File: src/rtl/fbl_pkg.sv
// ----------------------------------------------------------------------------
// fbl_pkg
// Shared types and constants of the frame block locator: register indexes,
// request commands, response status codes and the control/status bundles
// between the controller and the datapath.
// ----------------------------------------------------------------------------
`default_nettype none

package fbl_pkg;

   localparam int CSR_INDEX_WIDTH = 3;
   localparam int CSR_DATA_WIDTH  = 32;

   // Header bytes ahead of the block index, and bytes per index entry (log2).
   localparam int HDR_BYTES         = 32;
   localparam int ENTRY_BYTES_LOG2  = 3;

   localparam int ENTRY_WIDTH = 64;   // {first frame, byte size}

   typedef enum logic [CSR_INDEX_WIDTH-1:0] {
      REG_DATA_OFFSET   = 3'd0,
      REG_CHANNEL_COUNT = 3'd1,
      REG_FRAME_COUNT   = 3'd2,
      REG_COMPRESSED    = 3'd3,
      REG_BLOCK_COUNT   = 3'd4,
      REG_FILE_LENGTH   = 3'd5
   } csr_reg_type;

   localparam logic CMD_LOAD  = 1'b0;
   localparam logic CMD_QUERY = 1'b1;

   typedef enum logic [1:0] {
      ST_OK    = 2'd0,
      ST_RANGE = 2'd1,
      ST_SHORT = 2'd2
   } status_type;

   // Controller -> datapath
   typedef struct packed {
      logic load;      // write accepted load request into the index store
      logic init;      // latch query frame, clear the walk state
      logic issue;     // read the next index entry
      logic process;   // index entry read data is valid
      logic finish;    // write the response registers
   } dp_cmd_type;

   // Datapath -> controller
   typedef struct packed {
      logic early;       // answered without walking the index
      logic found;       // walk has matched a block
      logic issue_done;  // every entry in use has been read
   } dp_status_type;

endpackage

`default_nettype wire

File: src/rtl/fbl_ctrl.sv
// ----------------------------------------------------------------------------
// fbl_ctrl
// Sequencer of the frame block locator: request handshake, index walk
// scheduling and the response valid register.
// ----------------------------------------------------------------------------
`default_nettype none

module fbl_ctrl (
   input  wire logic                   clock,
   input  wire logic                   reset,
   input  wire logic                   req_valid,
   input  wire logic                   req_command,
   output logic                        req_ready,
   output logic                        rsp_valid,
   input  wire logic                   rsp_ready,
   input  wire fbl_pkg::dp_status_type status,
   output fbl_pkg::dp_cmd_type         cmd
);

   import fbl_pkg::*;

   typedef enum logic [1:0] {
      S_IDLE,
      S_CHECK,
      S_WALK,
      S_FINISH
   } state_type;

   state_type state_ff, state_in;
   logic      rsp_valid_ff, rsp_valid_in;
   logic      pend_ff, pend_in;
   logic      accept;
   logic      out_free;

   assign req_ready = (state_ff == S_IDLE);
   assign rsp_valid = rsp_valid_ff;
   assign accept    = req_valid && req_ready;
   assign out_free  = !rsp_valid_ff || rsp_ready;

   always_comb begin
      cmd          = '0;
      state_in     = state_ff;
      rsp_valid_in = rsp_valid_ff && !rsp_ready;
      cmd.load     = accept && (req_command == CMD_LOAD);
      cmd.init     = accept && (req_command == CMD_QUERY);
      cmd.process  = pend_ff && (state_ff == S_WALK);
      case (state_ff)
         S_IDLE: begin
            if (cmd.init) begin
               state_in = S_CHECK;
            end
         end
         S_CHECK: begin
            state_in = status.early ? S_FINISH : S_WALK;
         end
         S_WALK: begin
            cmd.issue = !status.found && !status.issue_done;
            if (status.found || (status.issue_done && !pend_ff)) begin
               state_in = S_FINISH;
            end
         end
         S_FINISH: begin
            // hold the answer until the response register drains
            if (out_free) begin
               cmd.finish   = 1'b1;
               rsp_valid_in = 1'b1;
               state_in     = S_IDLE;
            end
         end
         default: begin
            state_in = S_IDLE;
         end
      endcase
      pend_in = cmd.issue;
   end

   always_ff @(posedge clock) begin
      if (reset) begin
         state_ff     <= S_IDLE;
         rsp_valid_ff <= 1'b0;
         pend_ff      <= 1'b0;
      end else begin
         state_ff     <= state_in;
         rsp_valid_ff <= rsp_valid_in;
         pend_ff      <= pend_in;
      end
   end

endmodule

`default_nettype wire

File: config.mk
export PLATFORM = sky130hd
export DESIGN_NAME = fbl_ctrl
export DESIGN_NICKNAME = d
export VERILOG_FILES = /design/src/rtl/fbl_pkg.sv /design/src/rtl/fbl_ctrl.sv
export SDC_FILE = /design/constraint.sdc
export NUM_CORES = 1
export LEC_CHECK = 0
export BUFFER_PORTS_ARGS = -buffer_cell sky130_fd_sc_hd__buf_2
export CORE_AREA = 3 3 40 42
export CTS_CLUSTER_SIZE = 24
export DETAILED_ROUTE_END_ITERATION = 8
export DIE_AREA = 0 0 43 45
export PLACE_DENSITY = 0.51
export SYNTH_ARGS = -nofsm -noshare
export SYNTH_HDL_FRONTEND = slang
export SYNTH_SLANG_ARGS = --single-unit
File: constraint.sdc
create_clock -name clock -period 4.62 [get_ports clock]
set_clock_uncertainty 0.05 [all_clocks]
set_input_delay 0.462 -clock clock [delete_from_list [all_inputs] [get_ports clock]]
set_output_delay 0.462 -clock clock [all_outputs]
set_load 0.05 [all_outputs]
==> metrics.txt, run 1 <==
insertion delay to the later sink of the worst-skew pair 0.23 ns; Final Routed Wirelength 601 um; vias in the first global route 274; class of the most critical hold timing path input port to register; pin count of the biggest net entering global routing 6; maximum clock path buffer count 2; number of resized instances in the post-cts repair step 0; Ports 15; Yosys cell types 18; simple-gate area share of the yosys netlist 29.3%; hpwl dp 487 um; setup repair after global routing missed its margin false; residual overflow from global routing 0; max-slew violation count 0; wire length of the first global-routing pass 1090 um; startpoint of the worst setup timing path state_ff[0]; peak supply drop 0.000169 V; startpoint of the lowest-slack register-to-register path state_ff[0]; Avg Inst Size Synth 8.43 sq um; post-CTS setup buffer count 0; type of element launching the critical path register; DRC marker count from the first detailed-route iteration 4; share of synthesized area occupied by flip-flops and latches 27.9%; signed area change from the synthesized netlist to the final layout 36.2%; Post-synth EDFFs 0; fraction of synthesized area in multiplexers 3.49%; count of endpoints failing hold in the final timing report 0; area of the mapped netlist 287 sq um; clock tree from TritonCTS yes; PD cells 542 nW/um^2; number of iterations in the first detailed-routing pass 4; adder-cell area share of the yosys netlist 17.5%; total setup violations reported at the end of the flow 0; total of max-cap violations 0; Final #Nets 64; total power 211 uW; number of levels in the clock H-tree 1; tightest slew margin relative to the limit 82.5%; Starting Density 22.3%; leading cell type in the layout, fill and taps excluded sky130_fd_sc_hd__buf_2; final worst-path cycle share 39.8%; total negative setup slack 0 ns; fin crit period 1.84 ns; Hold Crit Start status[0]; clock root cell sky130_fd_sc_hd__clkbuf_4; static leakage 0.211 nW; worst endpoint required time 4.11 ns; number of antenna violations at the first check in global routing 0; post-synthesis compound-gate area fraction 15.3%; run status complete, no violations; Die Footprint 1940 sq um; clock transition at the registers of the reported paths 0.04 ns; post-detailed-route count of antenna-violating nets 0; fraction of final layout cells with drive strength greater than 1 36.0%; number of cell rows 13; net count after synthesis 46; crit-path max FO 5; combinational family with the most area after synthesis simple AND/OR/NAND/NOR gates; Yosys reg bits 4; Global Route Usage Sum 8.23%; number of CTS-inserted buffers 3; type of destination of the critical path primary output; yosys warns 0; Worst EP arrival 1.32 ns; final RePlAce weighted congestion 0.722; final routed wire length divided by cell count 9.25 um; quantity of hold-fixing buffers added after cts 0; total of fill cells in the finished design 133; timing-limited maximum frequency 0.544 GHz; input/output buffers 14; Die Wd 43 um; Finished Core Util 30.4%; xor/xnor cell area share of the yosys netlist 0%; DRC violation count after routing 0; chip height 45 um; highest-count cells in the layout ignoring fill and taps sky130_fd_sc_hd__buf_2 (14), sky130_fd_sc_hd__nand2b_1 (4), sky130_fd_sc_hd__ha_1 (4), sky130_fd_sc_hd__dfxtp_1 (4); clock sink total 4; area of the core region 1280 sq um; vias after detailed routing 287; post-placement setup slack 2.97 ns; most instantiated flip-flop cell in the synthesis netlist sky130_fd_sc_hd__dfxtp_1; Setup WS post-layout 2.78 ns; final antenna diode count 0; asr flop ratio synth 0%; synthesized instance count 34; transition at the pin with the smallest max-transition slack 0.263 ns; kind of critical path register to primary output; average via count per standard cell 4.42
## power by group
group	switching [mW]	internal, mW	total (mW)
sequential	0.00909	0.0431	0.0522
clock	0.0127	0.0289	0.0417
combinational	0.0794	0.0381	0.118
total	0.101	0.110	0.211
## critical path: stages, from the launching register on
cell and delay, ns:
sky130_fd_sc_hd__dfxtp_1 0.33, sky130_fd_sc_hd__inv_1 0.12, sky130_fd_sc_hd__ha_1 0.24, sky130_fd_sc_hd__and3_1 0.16, sky130_fd_sc_hd__buf_2 0.25
## routing by layer
layer  GRT usage [%]  vias to the layer above  wire length [um]
met5               0                        -                 0
met4            5.42                        0                 0
met3            5.98                        0                71
met2            12.3                       11               248
li1                -                      152                 -
met1            8.15                      124               281
## Yosys cell counts, types with 2 or more instances
master	instances	area, sq um
sky130_fd_sc_hd__nor2_1	3	11.3
sky130_fd_sc_hd__a21oi_1	2	10.0
sky130_fd_sc_hd__ha_1	4	50.1
sky130_fd_sc_hd__inv_1	3	11.3
sky130_fd_sc_hd__nand2_1	2	7.51
sky130_fd_sc_hd__and3_1	2	12.5
sky130_fd_sc_hd__dfxtp_1	4	80.1
sky130_fd_sc_hd__nand2b_1	4	25.0
## sequential cells by signal (all words and copies together), names as in the netlist
name and cells:
pend_ff 1, state_ff 2, rsp_valid 1
## through the flow
step / hold WS (ns) / area, sq um / instances
2_1_floorplan: 0.446 / 287 / 34
3_3_place_gp: 0.474 / 368 / 62
3_5_place_dp: 0.473 / 368 / 62
4_1_cts: 0.375 / 390 / 65
5_1_grt: 0.372 / 390 / 65
6_report: 0.379 / 390 / 65
## logic make-up after synthesis
kind of cell / Yosys count
simple gates: 15
compound gates: 6
buf+inv: 4
fa+ha+maj: 4
flops: 4
mux: 1
## cell type report
cell class / instances / area (sq um) / area share (%)
Multi-Input combinational cell: 26 / 188 / 48.1
Sequential cell: 4 / 80.1 / 20.5
Timing Repair Buffer: 14 / 70.1 / 17.9
Clock buffer: 3 / 22.5 / 5.77
Tap cell: 15 / 18.8 / 4.81
Inverter: 3 / 11.3 / 2.88
## path summary, 6_finish.rpt
check,cells after the start,end,slack [ns]
min,2,pend_ff,0.38
max reg2reg,5,state_ff[0],2.96
min reg2reg,2,rsp_valid,0.49
max,4,cmd[3],2.78
Power figures use the tool's default switching activity.
==> inputs of run 2 (changes only) <==
--- a/config.mk
+++ b/config.mk
@@ -5,12 +5,13 @@
 export SDC_FILE = /design/constraint.sdc
 export NUM_CORES = 1
 export LEC_CHECK = 0
+export ABC_AREA = 1
 export BUFFER_PORTS_ARGS = -buffer_cell sky130_fd_sc_hd__buf_2
 export CORE_AREA = 3 3 40 42
 export CTS_CLUSTER_SIZE = 24
 export DETAILED_ROUTE_END_ITERATION = 8
 export DIE_AREA = 0 0 43 45
-export PLACE_DENSITY = 0.51
+export PLACE_DENSITY = 0.52
 export SYNTH_ARGS = -nofsm -noshare
 export SYNTH_HDL_FRONTEND = slang
 export SYNTH_SLANG_ARGS = --single-unit
==> constraint.sdc (replaced) <==
create_clock -name clock -period 1.76 [get_ports clock]
set_clock_uncertainty 0.05 [all_clocks]
set_input_delay 0.176 -clock clock [delete_from_list [all_inputs] [get_ports clock]]
set_output_delay 0.176 -clock clock [all_outputs]
set_load 0.05 [all_outputs]
==> metrics.txt, run 2 <==
run status complete, no violations; Yosys cell types 15 (-3); clock root cell sky130_fd_sc_hd__clkbuf_4; synthesized instance count 44 (+29%); Global Route Usage Sum 7.65% (-0.58 points); share of synthesized area occupied by flip-flops and latches 26.4% (-1.5 points); area of the core region 1280 sq um (unchanged); setup repair after global routing missed its margin false; asr flop ratio synth 0% (unchanged); cell area reported after detailed placement 387 sq um (+5.1%); timing-limited maximum frequency 0.638 GHz; final RePlAce weighted congestion 0.687 (-4.9%); pin count of the biggest net entering global routing 6 (unchanged); wire length of the first global-routing pass 1040 um (-4.5%); Final Routed Wirelength 611 um (+1.7%); vias in the first global route 291 (+6.2%); final antenna diode count 0 (unchanged); total setup violations reported at the end of the flow 0 (unchanged); startpoint of the lowest-slack register-to-register path state_ff[0]; number of CTS-inserted buffers 3 (unchanged); yosys warns 0 (unchanged); DRC violation count after routing 0 (unchanged); vias after detailed routing 320 (+11%); tightest slew margin relative to the limit 83.6% (+1.2 points); register name with the most flops state_ff; PD cells 1340 nW/um^2 (+150%); number of levels in the clock H-tree 1 (unchanged); clock sink total 4 (unchanged); final routed wire length divided by cell count 8.15 um (-12%); count of endpoints failing hold in the final timing report 0 (unchanged); Hold Crit Start reset; clock tree from TritonCTS yes; total of max-cap violations 0 (unchanged); quantity of hold-fixing buffers added after cts 0 (unchanged); highest-count cells in the layout ignoring fill and taps sky130_fd_sc_hd__buf_2 (14), sky130_fd_sc_hd__nand2_1 (10), sky130_fd_sc_hd__inv_1 (8); total negative setup slack 0 ns (unchanged); peak supply drop 0.000369 V (+120%); kind of critical path register to primary output; insertion delay to the later sink of the worst-skew pair 0.24 ns (about the same); area of the mapped netlist 303 sq um (+5.7%); Die Wd 43 um (unchanged); number of cell rows 13 (unchanged); Die Footprint 1940 sq um (unchanged); post-CTS setup buffer count 0 (unchanged); Final #Nets 74 (+16%); largest area contributor in the synthesized netlist sky130_fd_sc_hd__dfxtp_1; type of destination of the critical path primary output; number of antenna violations at the first check in global routing 0 (unchanged); post-detailed-route count of antenna-violating nets 0 (unchanged); chip height 45 um (unchanged); Sequential Area 80.1 sq um (unchanged); Yosys reg bits 4 (unchanged); total of fill cells in the finished design 148 (+11%); max-slew violation count 0 (unchanged); input/output buffers 14 (unchanged); number of resized instances in the post-cts repair step 0 (unchanged); Final Instance Area 409 sq um (+4.8%); most instantiated flip-flop cell in the synthesis netlist sky130_fd_sc_hd__dfxtp_1; leading cell type in the layout, fill and taps excluded sky130_fd_sc_hd__buf_2; class of the most critical hold timing path input port to register; startpoint of the worst setup timing path state_ff[0]; Worst EP arrival 1.34 ns (+0.02 ns); crit-path max FO 5 (unchanged); Ports 15 (unchanged); static leakage 0.240 nW (+14%); dominant cell by count in the synthesized netlist sky130_fd_sc_hd__nand2_1; multi-input combinational cell area 184 sq um (-2.0%); hpwl dp 534 um (+9.6%); type of element launching the critical path register; Starting Density 23.6% (+1.3 points); cell types with the largest area share after synthesis sky130_fd_sc_hd__dfxtp_1 (26%), sky130_fd_sc_hd__ha_1 (17%), sky130_fd_sc_hd__nand2_1 (12%); number of iterations in the first detailed-routing pass 1 (-3); most common library cells after synthesis sky130_fd_sc_hd__nand2_1 (10), sky130_fd_sc_hd__inv_1 (8), sky130_fd_sc_hd__dfxtp_1 (4), sky130_fd_sc_hd__ha_1 (4), sky130_fd_sc_hd__nor2_1 (4); fin crit period 1.57 ns; final worst-path cycle share 89.0%; worst endpoint required time 1.53 ns (-2.58 ns); clock transition at the registers of the reported paths 0.04 ns (about the same); Post-synth EDFFs 0 (unchanged); Yosys top cell area share 26.4% (-1.5 points); Avg Inst Size Synth 6.88 sq um (-18%); flip-flop count of the largest register after layout 2 (unchanged); transition at the pin with the smallest max-transition slack 0.244 ns (-0.0196 ns); net count after synthesis 56 (+22%); maximum clock path buffer count 2 (unchanged); fraction of final layout cells with drive strength greater than 1 40.0% (+4.0 points); residual overflow from global routing 0 (unchanged); signed area change from the synthesized netlist to the final layout 35.1%; DRC marker count from the first detailed-route iteration 0 (-4); average via count per standard cell 4.27 (-3.4%)
[run 2: cell types whose count changed after synthesis, moves of 2 or more]
cell,change
sky130_fd_sc_hd__and3_1,-2
sky130_fd_sc_hd__inv_1,+5
sky130_fd_sc_hd__nand2_1,+8
sky130_fd_sc_hd__nand2b_1,-4
sky130_fd_sc_hd__nand3_2,+3
[run 2: critical path, cell delays in order (launching register included)]
cell,delay (ns)
sky130_fd_sc_hd__dfxtp_1,0.34
sky130_fd_sc_hd__inv_1,0.10
sky130_fd_sc_hd__ha_1,0.24
sky130_fd_sc_hd__nand2_1,0.09
sky130_fd_sc_hd__nor2_2,0.08
sky130_fd_sc_hd__buf_2,0.26
[run 2: kinds of logic after synthesis]
group | after synthesis | share of synthesized area (%)
buffers and inverters | 10 | 13.6
AO/OA/AOI/OAI | 3 | 4.96
flip-flops | 4 | 26.4
adder cells (fa/ha/maj) | 4 | 16.5
AND/OR/NAND/NOR | 23 | 38.4
[run 2: metrics by stage]
step	worst slack (ns)	cells	power [mW]	hold slack, ns	utilization (%)
2_1_floorplan	0.0128	44	0.377	0.195	-
3_3_place_gp	0.435	72	0.436	0.327	30.1
3_5_place_dp	0.425	72	0.436	0.322	30.1
4_1_cts	0.168	75	0.558	0.0719	31.8
5_1_grt	0.0546	75	0.601	0.0702	31.8
6_report	0.193	75	0.547	0.0763	31.8
[run 2: power by group]
part	switching (mW)	leakage, nW	total, mW	internal (mW)
clock network	0.0405	0.0138	0.117	0.0765
logic	0.214	0.193	0.301	0.0868
registers	0.0185	0.0327	0.130	0.111
total	0.273	0.240	0.547	0.274
[run 2: final timing paths]
| kind | to | slack (ns) | cells after the start |
|---|---|---|---|
| worst max-delay path | cmd[4] | 0.19 | 5 |
| worst min-delay path | rsp_valid | 0.08 | 2 |
| worst max register to register | state_ff[0] | 0.46 | 8 |
| worst min register to register | rsp_valid | 0.45 | 2 |
[run 2: layer usage]
layer  vias up  global-route usage [%]  part of all wire (%)
li1        167                       -                     -
met1       143                    6.97                    41
met2        10                    12.6                    51
met3         0                    2.39                   8.0
met4         0                    9.04                     0
met5         -                       0                     0
[run 2: area by class of cell]
class | count | area share, %
tap | 15 | 4.59
inverter | 9 | 8.26
clock buffer | 3 | 5.50
sequential | 4 | 19.6
multi-input combinational | 30 | 45.0
timing repair buffer | 14 | 17.1
